`src/text_console_char_writer_top_defines.svh`:
```
// Assertion macros used by the console controller.
// Both expect clk and rst_n in scope.
`ifndef TEXT_CONSOLE_CHAR_WRITER_TOP_DEFINES_SVH
`define TEXT_CONSOLE_CHAR_WRITER_TOP_DEFINES_SVH

// Same-cycle implication.
`define TCCW_ASSERT_NOW(lbl, ante, cons, msg) \
    lbl: assert property (@(posedge clk) disable iff (!rst_n) (ante) |-> (cons)) \
        else $error(msg);

// Next-cycle implication.
`define TCCW_ASSERT_NEXT(lbl, ante, cons, msg) \
    lbl: assert property (@(posedge clk) disable iff (!rst_n) (ante) |=> (cons)) \
        else $error(msg);

`endif

```
`src/tccw_pkg.sv`:
```
package tccw_pkg;

    localparam int COLUMNS_DEF = 80;
    localparam int ROWS_DEF    = 25;

    localparam int OP_W         = 2;
    localparam int CHAR_W       = 8;
    localparam int CELL_INDEX_W = 11;
    localparam int CELL_W       = 16;
    localparam int CURSOR_W     = 11;
    localparam int ATTR_W       = 8;
    localparam int TAB_W        = 7;
    localparam int CFG_IDX_W    = 1;
    localparam int CFG_DATA_W   = 8;

    localparam logic [CHAR_W-1:0] CHAR_TAB     = 8'd9;
    localparam logic [CHAR_W-1:0] CHAR_NEWLINE = 8'd10;
    localparam logic [CHAR_W-1:0] CHAR_SPACE   = 8'h20;

    localparam logic [CELL_W-1:0] RESET_CELL   = 16'h0720;
    localparam logic [ATTR_W-1:0] ATTR_RESET   = 8'h07;
    localparam logic [TAB_W-1:0]  TAB_RESET    = 7'd16;

    localparam logic [CFG_IDX_W-1:0] CFG_TEXT_ATTRIBUTE = 1'b0;
    localparam logic [CFG_IDX_W-1:0] CFG_TAB_WIDTH      = 1'b1;

    typedef enum logic [OP_W-1:0] {
        OP_PUT   = 2'd0,
        OP_CLEAR = 2'd1,
        OP_READ  = 2'd2,
        OP_NOP   = 2'd3
    } tccw_op_t;

    typedef enum logic [2:0] {
        ST_IDLE,
        ST_SWEEP,
        ST_DRAIN,
        ST_NORM,
        ST_MOD,
        ST_PUT,
        ST_RDATA,
        ST_DONE
    } tccw_state_t;

    typedef struct packed {
        logic [OP_W-1:0]         operation;
        logic [CHAR_W-1:0]       char_code;
        logic [CELL_INDEX_W-1:0] cell_index;
    } tccw_req_t;

    typedef struct packed {
        logic                    valid;
        logic [CELL_W-1:0]       cell_data;
        logic [CURSOR_W-1:0]     cursor_location;
    } tccw_rslt_t;

endpackage

```
`src/tccw_ctrl.sv`:
```
`include "text_console_char_writer_top_defines.svh"

module tccw_ctrl #(
    parameter int COLUMNS = tccw_pkg::COLUMNS_DEF,
    parameter int ROWS    = tccw_pkg::ROWS_DEF,
    parameter int AW      = $clog2(COLUMNS * ROWS)
) (
    input  logic                        clk,
    input  logic                        rst_n,
    input  logic                        in_valid,
    output logic                        in_ready,
    input  tccw_pkg::tccw_req_t         req,
    input  logic [tccw_pkg::ATTR_W-1:0] text_attribute,
    input  logic [tccw_pkg::TAB_W-1:0]  tab_width,
    output tccw_pkg::tccw_rslt_t        rslt,
    input  logic                        rslt_ready,
    output logic                        wr_en,
    output logic [AW-1:0]               wr_addr,
    output logic [tccw_pkg::CELL_W-1:0] wr_data,
    output logic [AW-1:0]               rd_addr,
    input  logic [tccw_pkg::CELL_W-1:0] rd_data
);
    import tccw_pkg::*;

    localparam int CELL_COUNT = COLUMNS * ROWS;
    localparam int LW     = $clog2(CELL_COUNT + 1);
    localparam int COL_W  = $clog2(COLUMNS + 1);
    localparam int ROW_W  = $clog2(ROWS);
    localparam int PH_W   = (COL_W > TAB_W) ? COL_W : TAB_W;
    localparam int IDX_CW = (AW > CELL_INDEX_W) ? AW : CELL_INDEX_W;

    localparam logic [ROW_W-1:0] ROW_LAST  = ROW_W'(ROWS - 1);
    localparam logic [COL_W-1:0] COL_END   = COL_W'(COLUMNS);
    localparam logic [COL_W-1:0] COL_LAST  = COL_W'(COLUMNS - 1);
    localparam logic [AW-1:0]    CNT_LAST  = AW'(CELL_COUNT - 1);
    localparam logic [AW-1:0]    COPY_END  = AW'(CELL_COUNT - COLUMNS);
    localparam logic [AW-1:0]    ROW_STEP  = AW'(COLUMNS);

    tccw_state_t       state_reg, state_next;
    tccw_state_t       ret_reg, ret_next;
    logic [COL_W-1:0]  col_reg, col_next;
    logic [ROW_W-1:0]  row_reg, row_next;
    logic [CHAR_W-1:0] ch_reg, ch_next;
    logic              tab_reg, tab_next;
    logic [PH_W-1:0]   phase_reg, phase_next;
    logic [AW-1:0]     cnt_reg, cnt_next;
    logic              copy_reg, copy_next;
    logic [CELL_W-1:0] blank_reg, blank_next;
    logic              pipe_valid_reg, pipe_valid_next;
    logic [AW-1:0]     pipe_addr_reg, pipe_addr_next;
    logic              pipe_copy_reg, pipe_copy_next;
    logic [CELL_W-1:0] data_reg, data_next;
    logic              rd_ok_reg, rd_ok_next;

    logic [LW-1:0]     cur_lin;
    logic [PH_W-1:0]   tw_eff;
    logic [PH_W-1:0]   phase_inc;
    logic [CELL_W-1:0] attr_blank;

    assign cur_lin    = LW'(row_reg) * LW'(COLUMNS) + LW'(col_reg);
    assign tw_eff     = (tab_width == '0) ? PH_W'(1) : PH_W'(tab_width);
    assign phase_inc  = ((phase_reg + PH_W'(1)) == tw_eff) ? '0 : phase_reg + PH_W'(1);
    assign attr_blank = {text_attribute, CHAR_SPACE};

    always_ff @(posedge clk or negedge rst_n)
    begin
        if (!rst_n)
        begin
            state_reg      <= ST_SWEEP;
            ret_reg        <= ST_IDLE;
            col_reg        <= '0;
            row_reg        <= '0;
            ch_reg         <= '0;
            tab_reg        <= 1'b0;
            phase_reg      <= '0;
            cnt_reg        <= '0;
            copy_reg       <= 1'b0;
            blank_reg      <= RESET_CELL;
            pipe_valid_reg <= 1'b0;
            pipe_addr_reg  <= '0;
            pipe_copy_reg  <= 1'b0;
            rd_ok_reg      <= 1'b0;
        end
        else
        begin
            state_reg      <= state_next;
            ret_reg        <= ret_next;
            col_reg        <= col_next;
            row_reg        <= row_next;
            ch_reg         <= ch_next;
            tab_reg        <= tab_next;
            phase_reg      <= phase_next;
            cnt_reg        <= cnt_next;
            copy_reg       <= copy_next;
            blank_reg      <= blank_next;
            pipe_valid_reg <= pipe_valid_next;
            pipe_addr_reg  <= pipe_addr_next;
            pipe_copy_reg  <= pipe_copy_next;
            rd_ok_reg      <= rd_ok_next;
        end
    end

    always_ff @(posedge clk)
    begin
        data_reg <= data_next;
    end

    always_comb
    begin
        state_next      = state_reg;
        ret_next        = ret_reg;
        col_next        = col_reg;
        row_next        = row_reg;
        ch_next         = ch_reg;
        tab_next        = tab_reg;
        phase_next      = phase_reg;
        cnt_next        = cnt_reg;
        copy_next       = copy_reg;
        blank_next      = blank_reg;
        pipe_valid_next = 1'b0;
        pipe_addr_next  = pipe_addr_reg;
        pipe_copy_next  = pipe_copy_reg;
        data_next       = data_reg;
        rd_ok_next      = rd_ok_reg;

        in_ready = 1'b0;
        rslt.valid           = 1'b0;
        rslt.cell_data       = data_reg;
        rslt.cursor_location = CURSOR_W'(cur_lin);

        // sweep write stage owns the port unless a put writes
        wr_en   = pipe_valid_reg;
        wr_addr = pipe_addr_reg;
        wr_data = pipe_copy_reg ? rd_data : blank_reg;
        rd_addr = cnt_reg + ROW_STEP;

        case (state_reg)
            ST_IDLE:
            begin
                in_ready = 1'b1;
                rd_addr  = AW'(req.cell_index);
                if (in_valid)
                begin
                    data_next  = '0;
                    rd_ok_next = 1'b0;
                    case (req.operation)
                        OP_PUT:
                        begin
                            ch_next  = req.char_code;
                            tab_next = 1'b0;
                            if (req.char_code == CHAR_NEWLINE)
                            begin
                                col_next = '0;
                                if (row_reg == ROW_LAST)
                                begin
                                    cnt_next   = '0;
                                    copy_next  = 1'b1;
                                    blank_next = attr_blank;
                                    ret_next   = ST_DONE;
                                    state_next = ST_SWEEP;
                                end
                                else
                                begin
                                    row_next   = row_reg + ROW_W'(1);
                                    state_next = ST_DONE;
                                end
                            end
                            else if (req.char_code == CHAR_TAB)
                            begin
                                tab_next   = 1'b1;
                                ch_next    = CHAR_SPACE;
                                ret_next   = ST_MOD;
                                state_next = ST_NORM;
                            end
                            else
                            begin
                                ret_next   = ST_PUT;
                                state_next = ST_NORM;
                            end
                        end
                        OP_CLEAR:
                        begin
                            col_next   = '0;
                            row_next   = '0;
                            cnt_next   = '0;
                            copy_next  = 1'b0;
                            blank_next = attr_blank;
                            ret_next   = ST_DONE;
                            state_next = ST_SWEEP;
                        end
                        OP_READ:
                        begin
                            rd_ok_next = IDX_CW'(req.cell_index) < IDX_CW'(CELL_COUNT);
                            state_next = ST_RDATA;
                        end
                        default:
                        begin
                            state_next = ST_DONE;
                        end
                    endcase
                end
            end

            ST_SWEEP:
            begin
                pipe_valid_next = 1'b1;
                pipe_addr_next  = cnt_reg;
                pipe_copy_next  = copy_reg && (cnt_reg < COPY_END);
                cnt_next        = cnt_reg + AW'(1);
                if (cnt_reg == CNT_LAST)
                begin
                    state_next = ST_DRAIN;
                end
            end

            ST_DRAIN:
            begin
                state_next = ret_reg;
            end

            ST_NORM:
            begin
                if (col_reg >= COL_END)
                begin
                    col_next = '0;
                    if (row_reg == ROW_LAST)
                    begin
                        cnt_next   = '0;
                        copy_next  = 1'b1;
                        blank_next = attr_blank;
                        state_next = ST_SWEEP;
                    end
                    else
                    begin
                        row_next   = row_reg + ROW_W'(1);
                        state_next = ret_reg;
                    end
                end
                else
                begin
                    state_next = ret_reg;
                end
                phase_next = PH_W'(col_next);
            end

            ST_MOD:
            begin
                // column mod tab width by repeated subtraction
                if (phase_reg >= tw_eff)
                begin
                    phase_next = phase_reg - tw_eff;
                end
                else
                begin
                    state_next = ST_PUT;
                end
            end

            ST_PUT:
            begin
                wr_en    = 1'b1;
                wr_addr  = AW'(cur_lin);
                wr_data  = {text_attribute, ch_reg};
                col_next = col_reg + COL_W'(1);
                if (!tab_reg)
                begin
                    state_next = ST_DONE;
                end
                else
                begin
                    phase_next = phase_inc;
                    if ((col_reg < COL_LAST) && (phase_inc != '0))
                    begin
                        state_next = ST_PUT;
                    end
                    else
                    begin
                        ret_next   = ST_DONE;
                        state_next = ST_NORM;
                    end
                end
            end

            ST_RDATA:
            begin
                data_next  = rd_ok_reg ? rd_data : '0;
                state_next = ST_DONE;
            end

            ST_DONE:
            begin
                rslt.valid = 1'b1;
                if (rslt_ready)
                begin
                    state_next = ST_IDLE;
                end
            end

            default:
            begin
                state_next = ST_IDLE;
            end
        endcase
    end

    `TCCW_ASSERT_NOW(a_cursor_range, 1'b1, (row_reg <= ROW_LAST) && (col_reg <= COL_END), "cursor out of range")
    `TCCW_ASSERT_NOW(a_rslt_no_write, rslt.valid, !wr_en, "memory write while result pending")
    `TCCW_ASSERT_NOW(a_pipe_in_sweep, pipe_valid_reg, (state_reg == ST_SWEEP) || (state_reg == ST_DRAIN), "sweep write outside sweep")
    `TCCW_ASSERT_NEXT(a_accept_busy, in_valid && in_ready, state_reg != ST_IDLE, "accepted request left block idle")
    `TCCW_ASSERT_NEXT(a_put_single, (state_reg == ST_PUT) && !tab_reg, state_reg == ST_DONE, "plain put did not finish")

endmodule

```
`config.mk`:
```
export PLATFORM = sky130hd
export DESIGN_NAME = tccw_ctrl
export DESIGN_NICKNAME = d
export VERILOG_FILES = /design/src/tccw_pkg.sv /design/src/tccw_ctrl.sv
export VERILOG_INCLUDE_DIRS = /design/src /design/src/src
export SDC_FILE = /design/constraint.sdc
export NUM_CORES = 1
export LEC_CHECK = 0
export ABC_AREA = 0
export BUFFER_PORTS_ARGS = -buffer_cell sky130_fd_sc_hd__buf_2
export CAP_MARGIN = 25
export CORE_ASPECT_RATIO = 0.75
export CORE_MARGIN = 2
export CORE_UTILIZATION = 55
export CTS_BUF_LIST = sky130_fd_sc_hd__clkbuf_4 sky130_fd_sc_hd__clkbuf_8
export DETAILED_ROUTE_END_ITERATION = 12
export GPL_TIMING_DRIVEN = 1
export PLACE_DENSITY = 0.8
export SYNTH_ARGS = -nofsm -noshare
export SYNTH_HDL_FRONTEND = slang
export SYNTH_SLANG_ARGS = --single-unit
export TNS_END_PERCENT = 5
```
`constraint.sdc`:
```
create_clock -name clk -period 4.35 [get_ports clk]
set_input_delay 0.87 -clock clk [delete_from_list [all_inputs] [get_ports clk]]
set_output_delay 0.87 -clock clk [all_outputs]
set_load 0.02 [all_outputs]
```
==> flow_summary.toml <==
[grt]
overflow = 0
grt_pass1_wl_um = 24900
grt_pass1_vias = 5167
grtUsageTotal_pct = 27.0
antenna_found_initial = 0
grt_max_degree = 77

[finish]
final_cell_area_um2 = 6830
layout.nets = 870
seqCellArea_um2 = 2390
final_core_util_pct = 65.6
fill_cells = 876
area_growth_pct = 14.8
drive_gt1_share_pct = 21.8
fin_cells = 928
diodes = 0
multiInputGateArea_um2 = 3260

[floorplan]
start_util_pct = 57.2
die_area_um2 = 11700
ios = 124
row_count = 32
core_um2 = 10400
die_w_um = 124
chipHeight_um = 94.1

[logic_synthesis]
synth_seq_area_share_pct = 40.1
async_flop_share_pct = 82.6
synth.most_common_cell = "nand2_1"
ys.flop_type = "dfrtp_1"
synthTopCellsByCount = "nand2_1, dfrtp_1, o21ai_0"
yosysTopAreaCell = "dfrtp_1"
synth_nets = 771
yosys-top-cells-area = "dfrtp_1, nand2_1, edfxtp_1"
synth_enable_flop_cells = 16
ys_warn_count = 0
post_synth_num_cell_types = 63
synth_top_area_share_pct = 29.9
synth_area_um2 = 5950
avgSynthCellArea_um2 = 8.65
synth_cells = 688
ys_seq_elements = 92

[sta]
fmax_mhz = 265
hold_viol_final = 0
rsz0062_at_grt = "no"
setup-violations-final = 0
final.setup.tns_ns = 0
min_period_ns = 3.78
period_share_pct = 86.9
skew_ns = 0.0197
slew_violations = 0
slew_headroom_pct = 37.2
tightestPinTransition_ns = 0.942
holdWs_ns = 0.291

[placed_design]
gp_congestion = 0.902
dp.cells = 911
place_area_um2 = 6580
io_buffers = 123
dp_hpwl_um = 11300

[setup_path]
path_class = "flip-flop to output port"
worstPathArrival_ns = 2.91
cp_top_family = "adder cells"
r2r_slack_ns = 1.14
worst_path_most_repeated_cell = "ha_1"
crit_fanout = 8
cp_num_buf_inv = 2
cp-end-kind = "output port"
worstSetupStartpointType = "flip-flop"
cp_cell_sequence = "ha_1 -> ha_1 -> inv_1 -> fa_1 -> nor3_1 -> xor2_1 -> xnor2_1 -> mux2_2 -> buf_2"
max_stage_delay_ns = 0.47
cp_slowest_cell = "dfrtp_1"
critPathRequiredTime_ns = 3.48

[cts]
cts.htree.levels = 3
cts_root_buf = "clkbuf_8"
cts_setup_buffers = 0
hold_buffers = 0
cts_tree = "done"
cts_inserted_buffers = 9
clockBufferDepth = 2
cts_resized = 0
insertion_delay_ns = 0.38
clkSlewWorstSetupHoldPaths_ns = 0.10
clkSinkCount = 92

[pwr]
ir_drop_v = 0.000714
cellPowerDensity_nw_per_um2 = 735
leakagePower_nw = 3.19

[drt]
drc_errors = 0
ant_nets = 0
num_vias = 5417
routedWlPerCell_um = 16.5
drt-initial-drc-count = 474
routed_wl_um = 15300
drt-pass1-iter-count = 5
vias_per_cell = 5.84

[min_path]
hp-class = "primary input to asynchronous set/reset pin"

[status]
outcome = "completed"

[flow_run]
maxCapViolations = 0
[where the power goes]
group	internal, mW	switching, mW
clock	0.327	0.321
combinational	1.04	1.74
sequential	1.20	0.396
total	2.57	2.45
[final cells by class]
| type | instances | share of cell area [%] |
|---|---|---|
| clock inverters | 7 | 1.45 |
| clock buffers | 9 | 1.81 |
| inverters | 31 | 1.70 |
| flip-flops and latches | 92 | 35.0 |
| multi-input cells | 525 | 47.7 |
| well taps | 136 | 2.49 |
| repair buffers | 128 | 9.89 |
[worst paths after layout]
kind                         startpoint  cells past startpoint             to
max                          row_reg[3]                      9    wr_addr[10]
min                               rst_n                      1   phase_reg[4]
max reg2reg                state_reg[2]                      6  blank_reg[13]
min reg2reg                   rd_ok_reg                      2      rd_ok_reg
max in group asynchronous         rst_n                      2   state_reg[0]
min in group clk              rd_ok_reg                      2      rd_ok_reg
[routing by layer]
| metal | vias up | track usage [%] | part of all wire [%] |
|---|---|---|---|
| met1 | 2593 | 38.4 | 46 |
| met3 | 17 | 5.40 | 6.6 |
| met5 | - | 0 | 0 |
| met4 | 0 | 6.27 | 1.2 |
| met2 | 197 | 42.6 | 47 |
| li1 | 2610 | - | - |
[metrics by stage]
stage | worst slack, ns | power (mW)
floorplan | 0.988 | 3.55
global placement | 1.08 | 4.27
detailed placement | 0.990 | 4.34
CTS | 0.565 | 5.01
global route | 0.384 | 5.38
finish | 0.570 | 5.02
[logic make-up after synthesis]
family	after synthesis	synth area share (%)
AO/OA/AOI/OAI	173	18.4
adder cells (fa/ha/maj)	27	6.05
multiplexers	29	5.15
XOR/XNOR	26	3.83
buffers and inverters	71	5.13
AND/OR/NAND/NOR	270	21.3
flip-flops	92	40.1
[layout by cell type, fill, tap and decap left out, types with 7 or more instances in the layout]
cell / count
nand2_1: 135
buf_2: 122
dfrtp_1: 71
o21ai_0: 70
nor2_1: 31
inv_1: 30
and2_1: 25
ha_1: 24
a21oi_1: 22
nand3_1: 19
mux2i_1: 16
edfxtp_1: 16
xnor2_1: 13
xor2_1: 13
mux2_2: 13
a31oi_1: 13
nand2b_1: 10
nor2b_1: 9
o21a_1: 9
clkbuf_8: 9
nand4_1: 7
[worst reg2reg max path: stages, from the launching register on]
cell	delay (ns)
dfrtp_1	0.56
or3_1	0.70
inv_2	0.37
o21ai_2	0.16
nand3b_1	0.40
a21o_1	0.52
mux2_2	0.41
Power figures use the tool's default switching activity.
